--- src/hdl/ats_pkg.sv ---
// Shared types, codes and character classes of the assembler token scanner.
package ats_pkg;

   localparam int TokSlots = 3;

   localparam logic [2:0] MODE_IDLE   = 3'd0;
   localparam logic [2:0] MODE_NUMBER = 3'd1;
   localparam logic [2:0] MODE_IDENT  = 3'd2;
   localparam logic [2:0] MODE_STRING = 3'd3;
   localparam logic [2:0] MODE_ESCAPE = 3'd4;
   localparam logic [2:0] MODE_DOLLAR = 3'd5;

   localparam logic [2:0] KIND_INT     = 3'd0;
   localparam logic [2:0] KIND_FLOAT   = 3'd1;
   localparam logic [2:0] KIND_IDENT   = 3'd2;
   localparam logic [2:0] KIND_STRING  = 3'd3;
   localparam logic [2:0] KIND_COLON   = 3'd4;
   localparam logic [2:0] KIND_NEWLINE = 3'd5;
   localparam logic [2:0] KIND_END     = 3'd6;

   localparam logic [7:0] CH_DOT       = 8'h2E;
   localparam logic [7:0] CH_COMMA     = 8'h2C;
   localparam logic [7:0] CH_DOLLAR    = 8'h24;
   localparam logic [7:0] CH_COLON     = 8'h3A;
   localparam logic [7:0] CH_NEWLINE   = 8'h0A;
   localparam logic [7:0] CH_QUOTE     = 8'h22;
   localparam logic [7:0] CH_BACKSLASH = 8'h5C;
   localparam logic [7:0] CH_LOWER_X   = 8'h78;
   localparam logic [7:0] CH_UPPER_X   = 8'h58;

   typedef struct packed {
      logic [2:0]  kind;
      logic [15:0] start;
      logic [15:0] length;
      logic [7:0]  dollar;
      logic        unterm;
   } token_type;

   typedef struct packed {
      logic [1:0]                    count;
      token_type [TokSlots-1:0]      tokens;
   } batch_type;

   function automatic logic is_digit(logic [7:0] c);
      return c inside {[8'h30:8'h39]};
   endfunction

   function automatic logic is_alpha(logic [7:0] c);
      return c inside {[8'h61:8'h7A], [8'h41:8'h5A]};
   endfunction

   function automatic logic number_cont(logic [7:0] c);
      return is_digit(c) || (c inside {[8'h61:8'h66], [8'h41:8'h46]}) ||
             c == CH_LOWER_X || c == CH_UPPER_X || c == CH_DOT;
   endfunction

   function automatic logic ident_cont(logic [7:0] c);
      return is_alpha(c) || is_digit(c) || c == CH_DOT || c == CH_COMMA;
   endfunction

   function automatic logic [15:0] sat_inc(logic [15:0] v, logic [15:0] cap);
      return (v >= cap) ? cap : v + 16'd1;
   endfunction

   function automatic token_type make_tok(logic [2:0] kind, logic [15:0] start,
                                          logic [15:0] length, logic [7:0] dollar,
                                          logic unterm);
      token_type t;
      t.kind   = kind;
      t.start  = start;
      t.length = length;
      t.dollar = dollar;
      t.unterm = unterm;
      return t;
   endfunction

endpackage

--- src/hdl/ats_scan.sv ---
// Input register, scan state and the per-byte token logic.
module ats_scan #(
   parameter logic [15:0] POS_CAP = 16'hFFFF
) (
   input  logic              clock,
   input  logic              reset,
   input  logic              in_valid,
   output logic              in_ready,
   input  logic [7:0]        in_char,
   input  logic              in_last,
   input  logic              batch_ready,
   output logic              batch_load,
   output ats_pkg::batch_type batch
);
   import ats_pkg::*;

   logic        hold_ff, hold_in;
   logic [7:0]  char_ff;
   logic        last_ff;

   logic [2:0]  mode_ff, mode_in;
   logic        saw_ff, saw_in;
   logic [15:0] start_ff, start_in;
   logic [15:0] len_ff, len_in;
   logic [15:0] pos_ff, pos_in;

   logic        advance;
   logic        consumed;
   logic [15:0] len_p1;
   logic [15:0] pos_p1;
   logic [3:0]  slot_v;
   token_type   slot_t [4];
   logic [2:0]  cnt;
   batch_type   batch_c;

   assign advance    = hold_ff && batch_ready;
   assign in_ready   = !hold_ff || batch_ready;
   assign batch_load = advance;
   assign hold_in    = (in_valid && in_ready) ? 1'b1 : (advance ? 1'b0 : hold_ff);

   always_ff @(posedge clock) begin
      if (reset) begin
         hold_ff <= 1'b0;
      end else begin
         hold_ff <= hold_in;
      end
      if (in_valid && in_ready) begin
         char_ff <= in_char;
         last_ff <= in_last;
      end
   end

   always_comb begin
      len_p1   = sat_inc(len_ff, POS_CAP);
      pos_p1   = sat_inc(pos_ff, POS_CAP);
      consumed = 1'b0;
      mode_in  = mode_ff;
      saw_in   = saw_ff;
      start_in = start_ff;
      len_in   = len_ff;
      pos_in   = pos_p1;
      slot_v   = '0;
      for (int i = 0; i < 4; i++) begin
         slot_t[i] = '0;
      end

      // Tokens closed by the current mode come first.
      case (mode_ff)
         MODE_NUMBER: begin
            if (number_cont(char_ff)) begin
               len_in   = len_p1;
               consumed = 1'b1;
               if (char_ff == CH_DOT) begin
                  saw_in = 1'b1;
               end
            end else begin
               slot_v[0] = 1'b1;
               slot_t[0] = make_tok(saw_ff ? KIND_FLOAT : KIND_INT, start_ff, len_ff,
                                    8'h00, 1'b0);
               mode_in   = MODE_IDLE;
            end
         end
         MODE_IDENT: begin
            if (ident_cont(char_ff)) begin
               len_in   = len_p1;
               consumed = 1'b1;
            end else begin
               slot_v[0] = 1'b1;
               slot_t[0] = make_tok(KIND_IDENT, start_ff, len_ff, 8'h00, 1'b0);
               mode_in   = MODE_IDLE;
            end
         end
         MODE_STRING: begin
            len_in   = len_p1;
            consumed = 1'b1;
            if (char_ff == CH_BACKSLASH) begin
               mode_in = MODE_ESCAPE;
            end else if (char_ff == CH_QUOTE) begin
               slot_v[0] = 1'b1;
               slot_t[0] = make_tok(KIND_STRING, start_ff, len_p1, 8'h00, 1'b0);
               mode_in   = MODE_IDLE;
            end
         end
         MODE_ESCAPE: begin
            len_in   = len_p1;
            consumed = 1'b1;
            mode_in  = MODE_STRING;
         end
         MODE_DOLLAR: begin
            slot_v[0] = 1'b1;
            slot_t[0] = make_tok(KIND_INT, start_ff, 16'd2, char_ff, 1'b0);
            mode_in   = MODE_IDLE;
            consumed  = 1'b1;
         end
         default: begin
            mode_in = MODE_IDLE;
         end
      endcase

      // A byte not taken by the open token starts whatever follows.
      if (!consumed) begin
         saw_in   = 1'b0;
         start_in = pos_ff;
         len_in   = 16'd1;
         if (is_digit(char_ff)) begin
            mode_in = MODE_NUMBER;
         end else if (is_alpha(char_ff)) begin
            mode_in = MODE_IDENT;
         end else if (char_ff == CH_QUOTE) begin
            mode_in = MODE_STRING;
         end else if (char_ff == CH_DOLLAR) begin
            mode_in = MODE_DOLLAR;
         end else if (char_ff == CH_COLON) begin
            slot_v[1] = 1'b1;
            slot_t[1] = make_tok(KIND_COLON, pos_ff, 16'd1, 8'h00, 1'b0);
         end else if (char_ff == CH_NEWLINE) begin
            slot_v[1] = 1'b1;
            slot_t[1] = make_tok(KIND_NEWLINE, pos_ff, 16'd1, 8'h00, 1'b0);
         end
      end

      // The last byte flushes the open token and appends the end token.
      if (last_ff) begin
         case (mode_in)
            MODE_NUMBER: begin
               slot_v[2] = 1'b1;
               slot_t[2] = make_tok(saw_in ? KIND_FLOAT : KIND_INT, start_in, len_in,
                                    8'h00, 1'b0);
            end
            MODE_IDENT: begin
               slot_v[2] = 1'b1;
               slot_t[2] = make_tok(KIND_IDENT, start_in, len_in, 8'h00, 1'b0);
            end
            MODE_STRING, MODE_ESCAPE: begin
               slot_v[2] = 1'b1;
               slot_t[2] = make_tok(KIND_STRING, start_in, len_in, 8'h00, 1'b1);
            end
            MODE_DOLLAR: begin
               slot_v[2] = 1'b1;
               slot_t[2] = make_tok(KIND_INT, start_in, 16'd1, 8'h00, 1'b0);
            end
            default: begin
            end
         endcase
         slot_v[3] = 1'b1;
         slot_t[3] = make_tok(KIND_END, pos_p1, 16'd1, 8'h00, 1'b0);
         mode_in   = MODE_IDLE;
         saw_in    = 1'b0;
         start_in  = '0;
         len_in    = '0;
         pos_in    = '0;
      end

      // Pack the valid slots in order; at most three are ever valid together.
      cnt     = '0;
      batch_c = '0;
      for (int i = 0; i < 4; i++) begin
         if (slot_v[i] && cnt < 3'(TokSlots)) begin
            batch_c.tokens[cnt[1:0]] = slot_t[i];
            cnt = cnt + 3'd1;
         end
      end
      batch_c.count = cnt[1:0];
   end

   assign batch = batch_c;

   always_ff @(posedge clock) begin
      if (reset) begin
         mode_ff  <= MODE_IDLE;
         saw_ff   <= 1'b0;
         start_ff <= '0;
         len_ff   <= '0;
         pos_ff   <= '0;
      end else if (advance) begin
         mode_ff  <= mode_in;
         saw_ff   <= saw_in;
         start_ff <= start_in;
         len_ff   <= len_in;
         pos_ff   <= pos_in;
      end
   end

endmodule

--- src/hdl/ats_batch.sv ---
// Result register holding one byte's tokens, sending one per cycle unless stalled.
module ats_batch (
   input  logic              clock,
   input  logic              reset,
   input  logic              batch_load,
   input  ats_pkg::batch_type batch,
   output logic              batch_ready,
   output logic              out_valid,
   input  logic              out_ready,
   output ats_pkg::token_type out_tok,
   output logic              out_last
);
   import ats_pkg::*;

   token_type [TokSlots-1:0] tok_ff;
   logic [1:0] cnt_ff, cnt_in;
   logic [1:0] idx_ff, idx_in;
   logic       fire;
   logic       at_last;

   assign out_valid   = idx_ff != cnt_ff;
   assign fire        = out_valid && out_ready;
   assign at_last     = (idx_ff + 2'd1) == cnt_ff;
   assign batch_ready = !out_valid || (fire && at_last);
   assign out_tok     = tok_ff[idx_ff];
   assign out_last    = at_last;

   always_comb begin
      cnt_in = cnt_ff;
      idx_in = idx_ff;
      if (batch_load) begin
         cnt_in = batch.count;
         idx_in = '0;
      end else if (fire) begin
         idx_in = idx_ff + 2'd1;
      end
   end

   always_ff @(posedge clock) begin
      if (reset) begin
         cnt_ff <= '0;
         idx_ff <= '0;
      end else begin
         cnt_ff <= cnt_in;
         idx_ff <= idx_in;
      end
      if (batch_load) begin
         tok_ff <= batch.tokens;
      end
   end

   a_idx_bound: assert property (@(posedge clock) disable iff (reset)
      idx_ff <= cnt_ff)
      else $error("token index ran past the token count");

   a_stall_hold: assert property (@(posedge clock) disable iff (reset)
      out_valid && !out_ready |=> out_valid && $stable(idx_ff))
      else $error("stalled token moved");

   a_load_shows: assert property (@(posedge clock) disable iff (reset)
      batch_load && batch.count != 2'd0 |=> out_valid && idx_ff == 2'd0)
      else $error("loaded tokens not presented");

   a_load_safe: assert property (@(posedge clock) disable iff (reset)
      batch_load |-> !out_valid || (fire && at_last))
      else $error("tokens overwritten before delivery");

endmodule

--- src/hdl/assembler_token_scanner_unit.sv ---
// Assembler token scanner: one source byte per transaction, one token per output transaction.
// A byte is taken in every cycle while the result side keeps up; a byte is held in the input
// register and its tokens pass to the result register, which presents one token per cycle
// while rsp_tready is high. A byte gives zero to three tokens (the closed word or string, a
// colon or newline, and on the last byte a flush and the end token), so the sustained rate
// is one byte per cycle when each byte gives at most one token, else set by the result
// register's token rate. Positions and lengths saturate at the smaller of MAX_SOURCE_LENGTH
// and 65535; after the last byte the scanner restarts at position 0.
module assembler_token_scanner_unit #(
   parameter longint unsigned MAX_SOURCE_LENGTH = 65535
) (
   input  logic        clock,
   input  logic        reset,
   input  logic        req_tvalid,
   output logic        req_tready,
   input  logic [7:0]  req_tdata,   // char_byte[7:0]
   input  logic        req_tlast,   // end_of_text
   output logic        rsp_tvalid,
   input  logic        rsp_tready,
   output logic [39:0] rsp_tdata,   // token_start[15:0], token_length[31:16], dollar_value[39:32]
   output logic [3:0]  rsp_tuser,   // token_kind[2:0], unterminated[3]
   output logic        rsp_tlast    // last_of_run
);
   import ats_pkg::*;

   localparam logic [15:0] POS_CAP =
      (MAX_SOURCE_LENGTH < 64'd65535) ? 16'(MAX_SOURCE_LENGTH) : 16'hFFFF;

   logic      batch_ready;
   logic      batch_load;
   batch_type batch;
   token_type out_tok;

   ats_scan #(
      .POS_CAP(POS_CAP)
   ) u_scan (
      .clock      (clock),
      .reset      (reset),
      .in_valid   (req_tvalid),
      .in_ready   (req_tready),
      .in_char    (req_tdata),
      .in_last    (req_tlast),
      .batch_ready(batch_ready),
      .batch_load (batch_load),
      .batch      (batch)
   );

   ats_batch u_batch (
      .clock      (clock),
      .reset      (reset),
      .batch_load (batch_load),
      .batch      (batch),
      .batch_ready(batch_ready),
      .out_valid  (rsp_tvalid),
      .out_ready  (rsp_tready),
      .out_tok    (out_tok),
      .out_last   (rsp_tlast)
   );

   assign rsp_tdata = {out_tok.dollar, out_tok.length, out_tok.start};
   assign rsp_tuser = {out_tok.unterm, out_tok.kind};

endmodule
--- config.mk ---
export PLATFORM = sky130hd
export DESIGN_NAME = assembler_token_scanner_unit
export DESIGN_NICKNAME = d
export VERILOG_FILES = /design/src/hdl/ats_pkg.sv /design/src/hdl/ats_scan.sv /design/src/hdl/ats_batch.sv /design/src/hdl/assembler_token_scanner_unit.sv
export SDC_FILE = /design/constraint.sdc
export NUM_CORES = 1
export LEC_CHECK = 0
export BUFFER_PORTS_ARGS = -buffer_cell sky130_fd_sc_hd__buf_2
export CORE_MARGIN = 8
export CORE_UTILIZATION = 55
export DETAILED_ROUTE_END_ITERATION = 8
export PLACE_DENSITY_LB_ADDON = 0.05
export SETUP_SLACK_MARGIN = 0.4
export SKIP_CTS_REPAIR_TIMING = 1
export SYNTH_ARGS = -nofsm -noshare
export SYNTH_HDL_FRONTEND = slang
export SYNTH_SLANG_ARGS = --single-unit
export TNS_END_PERCENT = 20
--- constraint.sdc ---
create_clock -name clock -period 11.43 [get_ports clock]
set_clock_uncertainty 0.15 [all_clocks]
set_input_delay 1.143 -clock clock [delete_from_list [all_inputs] [get_ports clock]]
set_output_delay 1.143 -clock clock [all_outputs]
set_load 0.1 [all_outputs]
==> impl_metrics.tcl, run 1 <==
set metrics [dict create \
    status "finished, final reports clean" \
    ys_seq_elements 182 \
    crit_type "flop to flop" \
    grt_pass1_vias 7728 \
    vias 8093 \
    peakVddDrop_v 0.000110 \
    place_ws_ns 5.03 \
    ys_async_sr_fraction_pct 0 \
    multiInputGateArea_um2 4690 \
    rsz0062_at_grt "false" \
    synthTopCellsByArea "edfxtp_1, dfxtp_1, mux2i_1, o21ai_0, nor2_1" \
    ctsLongestPathBuffers 2 \
    p_sw_share_pct 36.5 \
    drt_iter0_drc 868 \
    clock-sinks 182 \
    first_pass_iters 5 \
    pin_count 60 \
    p_sw_uw 649 \
    syn_area_per_cell_um2 9.64 \
    hold_class "flop to flop" \
    synth_edf_count 125 \
    dpl.hpwl_mm 16.8 \
    crit_fanout 19 \
    internal_power_uw 1130 \
    fmax_mhz 153 \
    initial_core_util_pct 55.8 \
    syn_area_um2 10000 \
    hold_viol 0 \
    die_h_um 151 \
    insertion_delay_ns 0.44 \
    fillers 1533 \
    synth_top_cell_area_share_pct 37.6 \
    seq_area_frac_synth_pct 49.0 \
    grt_pass1_wl_mm 42.2 \
    crit_arrival_ns 6.66 \
    drc 0 \
    period_minus_slack_ns 6.54 \
    seq_area_um2 4900 \
    num_rows 49 \
    grt_max_degree 71 \
    startpoint "u_scan.char_ff[4]" \
    dieWidth_um 151 \
    htree_levels 4 \
    netlist-cell-type-count 87 \
    layout_common_cells "nor2_1, edfxtp_1, o21ai_0" \
    syn_nets 1059 \
    syn_inst 1037 \
    antennaDiodeCount 0 \
    worst_slack_ns 4.89 \
    nNetsFinal 1064 \
    drt_wl_total_mm 26.5 \
    port_buffers 59 \
    dieArea_um2 22700 \
    clockPowerShare_pct 32.9 \
    p_per_area_nw_per_um2 163 \
    postRouteAntennaNets 0 \
    wl_per_cell_um 20.7 \
    viasPerCell 6.30 \
    grt_usage_pct 23.8 \
    path_clk_slew_ns 0.07 \
    ys.flop_type "edfxtp_1" \
    r2r_end "u_batch.tok_ff[101]" \
    reg2regPathDepth 17 \
    crit_path_end "u_batch.tok_ff[101]" \
    finalCritPeriodShare_pct 57.2 \
    syn_to_final_growth_pct 9.01 \
    synth.largest_area_cell "edfxtp_1" \
    core_um2 17900 \
    setup_viol 0 \
    maxCapViolCount 0 \
    leakage_uw 0.00377 \
    antenna_found_initial 0 \
    cts-root-buf "clkbuf_16" \
    p_comb_share_pct 23.5 \
    drive_gt1_share_pct 12.9 \
    critPathLaunchType "flop" \
    reg2reg_setup_slack_ns 4.89 \
    drv_slew 0 \
    relSlewSlack_pct 27.2 \
    end_kind "flop" \
    layout_commonest_cell "nor2_1" \
    tightest_slew_ns 1.09 \
    tritoncts "built" \
    worst_ep_required_time_ns 11.55 \
    fin_util_pct 60.9 \
    holdWs_ns 0.334 \
    overflow 0 \
    reg2reg_from "u_scan.char_ff[4]" \
    pwr-share-seq_pct 43.6 \
    ys.warnings.count 0 \
    cts_made_buffers 17 \
    gp_routability_congestion 0.919 \
    setup_tns_ns 0 \
]
==> how the worst min path moves through the flow <==
stage	cells past startpoint	to	from
6_report	2	u_scan.start_ff[2]	u_scan.start_ff[2]
5_1_grt	2	u_scan.start_ff[2]	u_scan.start_ff[2]
4_1_cts	2	u_scan.start_ff[2]	u_scan.start_ff[2]
3_5_place_dp	2	u_scan.start_ff[2]	u_scan.start_ff[2]
3_3_place_gp	2	u_scan.start_ff[2]	u_scan.start_ff[2]
2_1_floorplan	2	u_scan.start_ff[0]	u_scan.start_ff[0]
==> power groups by stage <==
stage | clock network [uW] | logic (uW) | registers (uW)
after floorplan | 0 | 347 | 782
after global placement | 0 | 418 | 788
after detailed placement | 0 | 419 | 790
after CTS | 590 | 419 | 775
after global routing | 615 | 437 | 780
final | 586 | 418 | 775
==> per-stage QoR <==
step                instance area [um2]  std cells  power [uW]
floorplan                         10000       1037        1130
global placement                  10300       1252        1210
detailed placement                10300       1252        1210
CTS                               10900       1284        1780
global route                      10900       1284        1830
finish                            10900       1284        1780
==> per-layer routing <==
| layer | track usage [%] | share of wire (%) | up-vias |
|---|---|---|---|
| met5 | 0 | 0 | - |
| met4 | 6.88 | 1.4 | 0 |
| met3 | 5.02 | 7.2 | 31 |
| met2 | 36.6 | 45 | 323 |
| met1 | 33.2 | 47 | 3887 |
| li1 | - | - | 3852 |
==> worst max-delay path, stage by stage, from the launching register on <==
cell	delay [ns]
edfxtp_1	0.57
or4b_2	0.67
nor2_1	0.16
nand3_1	0.61
o31a_1	0.35
o21ai_2	0.16
ha_1	0.30
a21boi_0	0.27
nand2_1	0.17
inv_1	0.12
o31ai_4	0.22
a21boi_1	0.24
ha_1	0.22
nand2_1	0.57
inv_1	0.11
or3_1	0.74
o21bai_4	0.45
nor4_2	0.29
==> final cells by class <==
type,instances,area share [%]
flip-flops and latches,182,44.9
inverters,18,0.643
well taps,229,2.63
repair buffers,70,3.47
clock buffers,19,4.06
multi-input cells,753,43.0
clock inverters,13,1.25
==> cell families (layout without fill, tap and decap cells) <==
kind of cell | after synthesis | in the layout | share of synthesized area [%]
adder cells (fa/ha/maj) | 9 | 9 | 1.20
multiplexers | 56 | 56 | 5.61
AO/OA/AOI/OAI | 300 | 300 | 20.5
flip-flops | 182 | 182 | 49.0
XOR/XNOR | 13 | 13 | 1.14
AND/OR/NAND/NOR | 375 | 375 | 18.2
buffers and inverters | 102 | 120 | 4.32
==> registers in the layout (all words and copies together), names as in the netlist, 2 cells and up <==
name,flops
u_batch.cnt_ff,2
u_batch.idx_ff,2
u_batch.tok_ff,116
u_scan.char_ff,8
u_scan.len_ff,16
u_scan.mode_ff,3
u_scan.pos_ff,16
u_scan.start_ff,16
==> cells in the mapped netlist, types with 5 or more instances <==
cell type	instances
nand4_1	5
nor2_1	128
ha_1	8
nor2b_1	10
buf_1	5
o21ai_0	109
edfxtp_1	125
and3_1	13
inv_1	17
a21oi_1	42
mux2i_1	56
buf_2	15
a31oi_1	9
nor4_1	5
a211oi_1	5
a22o_1	13
and4_1	6
xnor2_1	6
o22ai_1	21
o31ai_1	5
o21a_1	7
nand2_1	107
or3_1	8
dfxtp_1	57
and2_1	19
nor3_1	9
xor2_1	7
a221o_1	33
nand3_1	19
nand2b_1	13
clkbuf_1	59
Note: power is estimated with default switching activity, not from simulation.
==> run 2, diff against run 1 <==
--- a/config.mk
+++ b/config.mk
@@ -5,6 +5,7 @@
 export SDC_FILE = /design/constraint.sdc
 export NUM_CORES = 1
 export LEC_CHECK = 0
+export ABC_AREA = 1
 export BUFFER_PORTS_ARGS = -buffer_cell sky130_fd_sc_hd__buf_2
 export CORE_MARGIN = 8
 export CORE_UTILIZATION = 55
==> constraint.sdc (replaced) <==
create_clock -name clock -period 5.75 [get_ports clock]
set_clock_uncertainty 0.15 [all_clocks]
set_input_delay 0.575 -clock clock [delete_from_list [all_inputs] [get_ports clock]]
set_output_delay 0.575 -clock clock [all_outputs]
set_load 0.1 [all_outputs]
==> run 2 against run 1 <==
Net effect:
- worst setup slack worse by 4.0 ns
- via count up 22%
- largest cell class is now multi-input gates
- highest routed layer unchanged
- count of clock-buffer cells in the layout down 1
==> impl_metrics.tcl, run 2 <==
set metrics [dict create \
    syn_area_per_cell_um2 7.79 \
    netlist-cell-type-count 40 \
    reg2reg_setup_slack_ns 0.88 \
    finalCritPeriodShare_pct 84.8 \
    ys.warnings.count 0 \
    initial_core_util_pct 56.0 \
    drive_gt1_share_pct 12.8 \
    ys_async_sr_fraction_pct 0 \
    crit_type "flop to flop" \
    seq_area_um2 4900 \
    yosysMostFrequentCell "nand2_1" \
    grt_pass1_wl_mm 49.8 \
    leakage_uw 0.00458 \
    viasPerCell 5.84 \
    synth_top_cell_area_share_pct 34.4 \
    syn_to_final_growth_pct 8.79 \
    p_per_area_nw_per_um2 343 \
    path_clk_slew_ns 0.07 \
    critical-path-top-delay-family "simple AND/OR/NAND/NOR gates" \
    synth_edf_count 125 \
    cp.buffers_inverters 5 \
    peakVddDrop_v 0.000215 \
    gp_routability_congestion 0.969 \
    wl_per_cell_um 18.5 \
    dp.cells 1656 \
    grt_pass1_vias 8844 \
    relSlewSlack_pct 18.2 \
    core_um2 19500 \
    critPathSlowestCell "edfxtp_1" \
    ys.flop_type "edfxtp_1" \
    dpl.hpwl_mm 21.1 \
    status "finished, final reports clean" \
    drt_iter0_drc 1170 \
    fillers 1757 \
    ctsLongestPathBuffers 2 \
    vias 9864 \
    holdWs_ns 0.162 \
    multiInputGateArea_um2 4930 \
    nNetsFinal 1432 \
    cpPeakStageDelay_ns 0.58 \
    end_kind "flop" \
    synthTopCellsByArea "edfxtp_1, dfxtp_1, nand2_1, nor2_1, inv_1" \
    rsz0062_at_grt "false" \
    cts_made_buffers 17 \
    pin_count 60 \
    die_h_um 157 \
    tritoncts "built" \
    path_cells "nor2_2 -> nand2_1 -> nor2_1 -> nor2_1 -> nand2_1 -> nand4_1 -> nor2_1 -> nor2_4 -> nand3b_2 -> inv_1 -> fa_1 -> o21ai_0 -> inv_1 -> nand2_1 -> buf_4 -> clkinv_1 -> buf_4 -> nor3_2" \
    ys_seq_elements 182 \
    synth.largest_area_cell "edfxtp_1" \
    seq_area_frac_synth_pct 44.9 \
    dieArea_um2 24600 \
    r2r_end "u_batch.tok_ff[67]" \
    period_minus_slack_ns 4.87 \
    cts-root-buf "clkbuf_16" \
    final_cell_count_no_fill 1688 \
    holdPathEnd "u_scan.char_ff[6]" \
    reg2regPathDepth 18 \
    syn_inst 1400 \
    hold_start "req_tdata[6]" \
    layout_commonest_cell "nand2_1" \
    reg2reg_from "u_scan.char_ff[3]" \
    setup_tns_ns 0 \
    holdPathStages 1 \
    crit_arrival_ns 4.98 \
    drc 0 \
    largest_reg_flops 116 \
    syn_area_um2 10900 \
    hold_class "primary input to flop" \
    grt_usage_pct 26.0 \
    setup_viol 0 \
    worst_ep_required_time_ns 5.86 \
    drv_slew 0 \
    dieWidth_um 157 \
    num_rows 51 \
    overflow 0 \
    clock-sinks 182 \
    insertion_delay_ns 0.43 \
    synthTopCellsByCount "nand2_1, nor2_1, inv_1" \
    grt_max_degree 82 \
    antennaDiodeCount 0 \
    postRouteAntennaNets 0 \
    hold_viol 0 \
    htree_levels 4 \
    maxCapViolCount 0 \
    syn_nets 1422 \
    place_area_um2 11300 \
    critPathLaunchType "flop" \
    port_buffers 59 \
    crit_fanout 36 \
    top_register "u_batch.tok_ff" \
    first_pass_iters 7 \
    fin_util_pct 61.0 \
    antenna_found_initial 0 \
    layout_common_cells "nand2_1, nor2_1, inv_1" \
    tightest_slew_ns 1.22 \
    drt_wl_total_mm 31.2 \
    fmax_mhz 205 \
    final_area_um2 11900 \
]
==> run 2: cell types whose count changed in the layout (fill, tap and decap cells not counted), moves of 33 or more <==
| cell | delta |
|---|---|
| a221o_1 | -33 |
| inv_1 | +141 |
| mux2i_1 | -56 |
| nand2_1 | +157 |
| nand3_1 | +76 |
| nand4_1 | +41 |
| nor2_1 | +61 |
| o21ai_0 | -42 |
| o22ai_1 | +40 |
==> run 2: kinds of logic after synthesis <==
kind of cell,synth area share [%]
compound gates,13.5
xor+xnor,1.45
fa+ha+maj,1.10
buf+inv,10.0
flops,44.9
simple gates,29.0
==> run 2: final cells by class <==
| class | count | area share [%] |
|---|---|---|
| Clock inverter | 14 | 1.55 |
| Sequential cell | 182 | 41.3 |
| Multi-Input combinational cell | 958 | 41.5 |
| Timing Repair Buffer | 80 | 3.82 |
| Tap cell | 265 | 2.79 |
| Inverter | 171 | 5.43 |
| Clock buffer | 18 | 3.62 |
==> run 2: power by group <==
part / total [uW] / switching (uW) / internal [uW]
Combinational: 1270 / 1050 / 211
Clock: 1230 / 562 / 665
Sequential: 1580 / 39.8 / 1540
==> run 2: per-stage QoR <==
step                worst slack, ns  power (uW)
floorplan                      1.03        2630
global placement               1.09        2860
detailed placement            0.932        2870
finish                        0.875        4070
CTS                           0.905        4080
global route                  0.477        4220
==> run 2: worst max path at each step <==
stage,from,to,slack (ns),cells past startpoint
floorplan,u_batch.idx_ff[1],u_scan.pos_ff[14],1.03,13
global placement,u_scan.char_ff[3],u_batch.tok_ff[68],1.09,18
detailed placement,u_scan.char_ff[3],u_batch.tok_ff[67],0.93,18
CTS,u_scan.char_ff[3],u_batch.tok_ff[67],0.91,18
global route,u_scan.char_ff[2],u_batch.tok_ff[62],0.48,19
finish,u_scan.char_ff[3],u_batch.tok_ff[67],0.88,18
==> run 2: per-layer routing <==
| layer | up-vias | part of all wire (%) | track usage [%] |
|---|---|---|---|
| met5 | - | 0 | 0 |
| met3 | 40 | 11 | 6.37 |
| met2 | 512 | 41 | 36.6 |
| met1 | 4545 | 46 | 38.7 |
| met4 | 0 | 1.6 | 6.96 |
| li1 | 4767 | - | - |
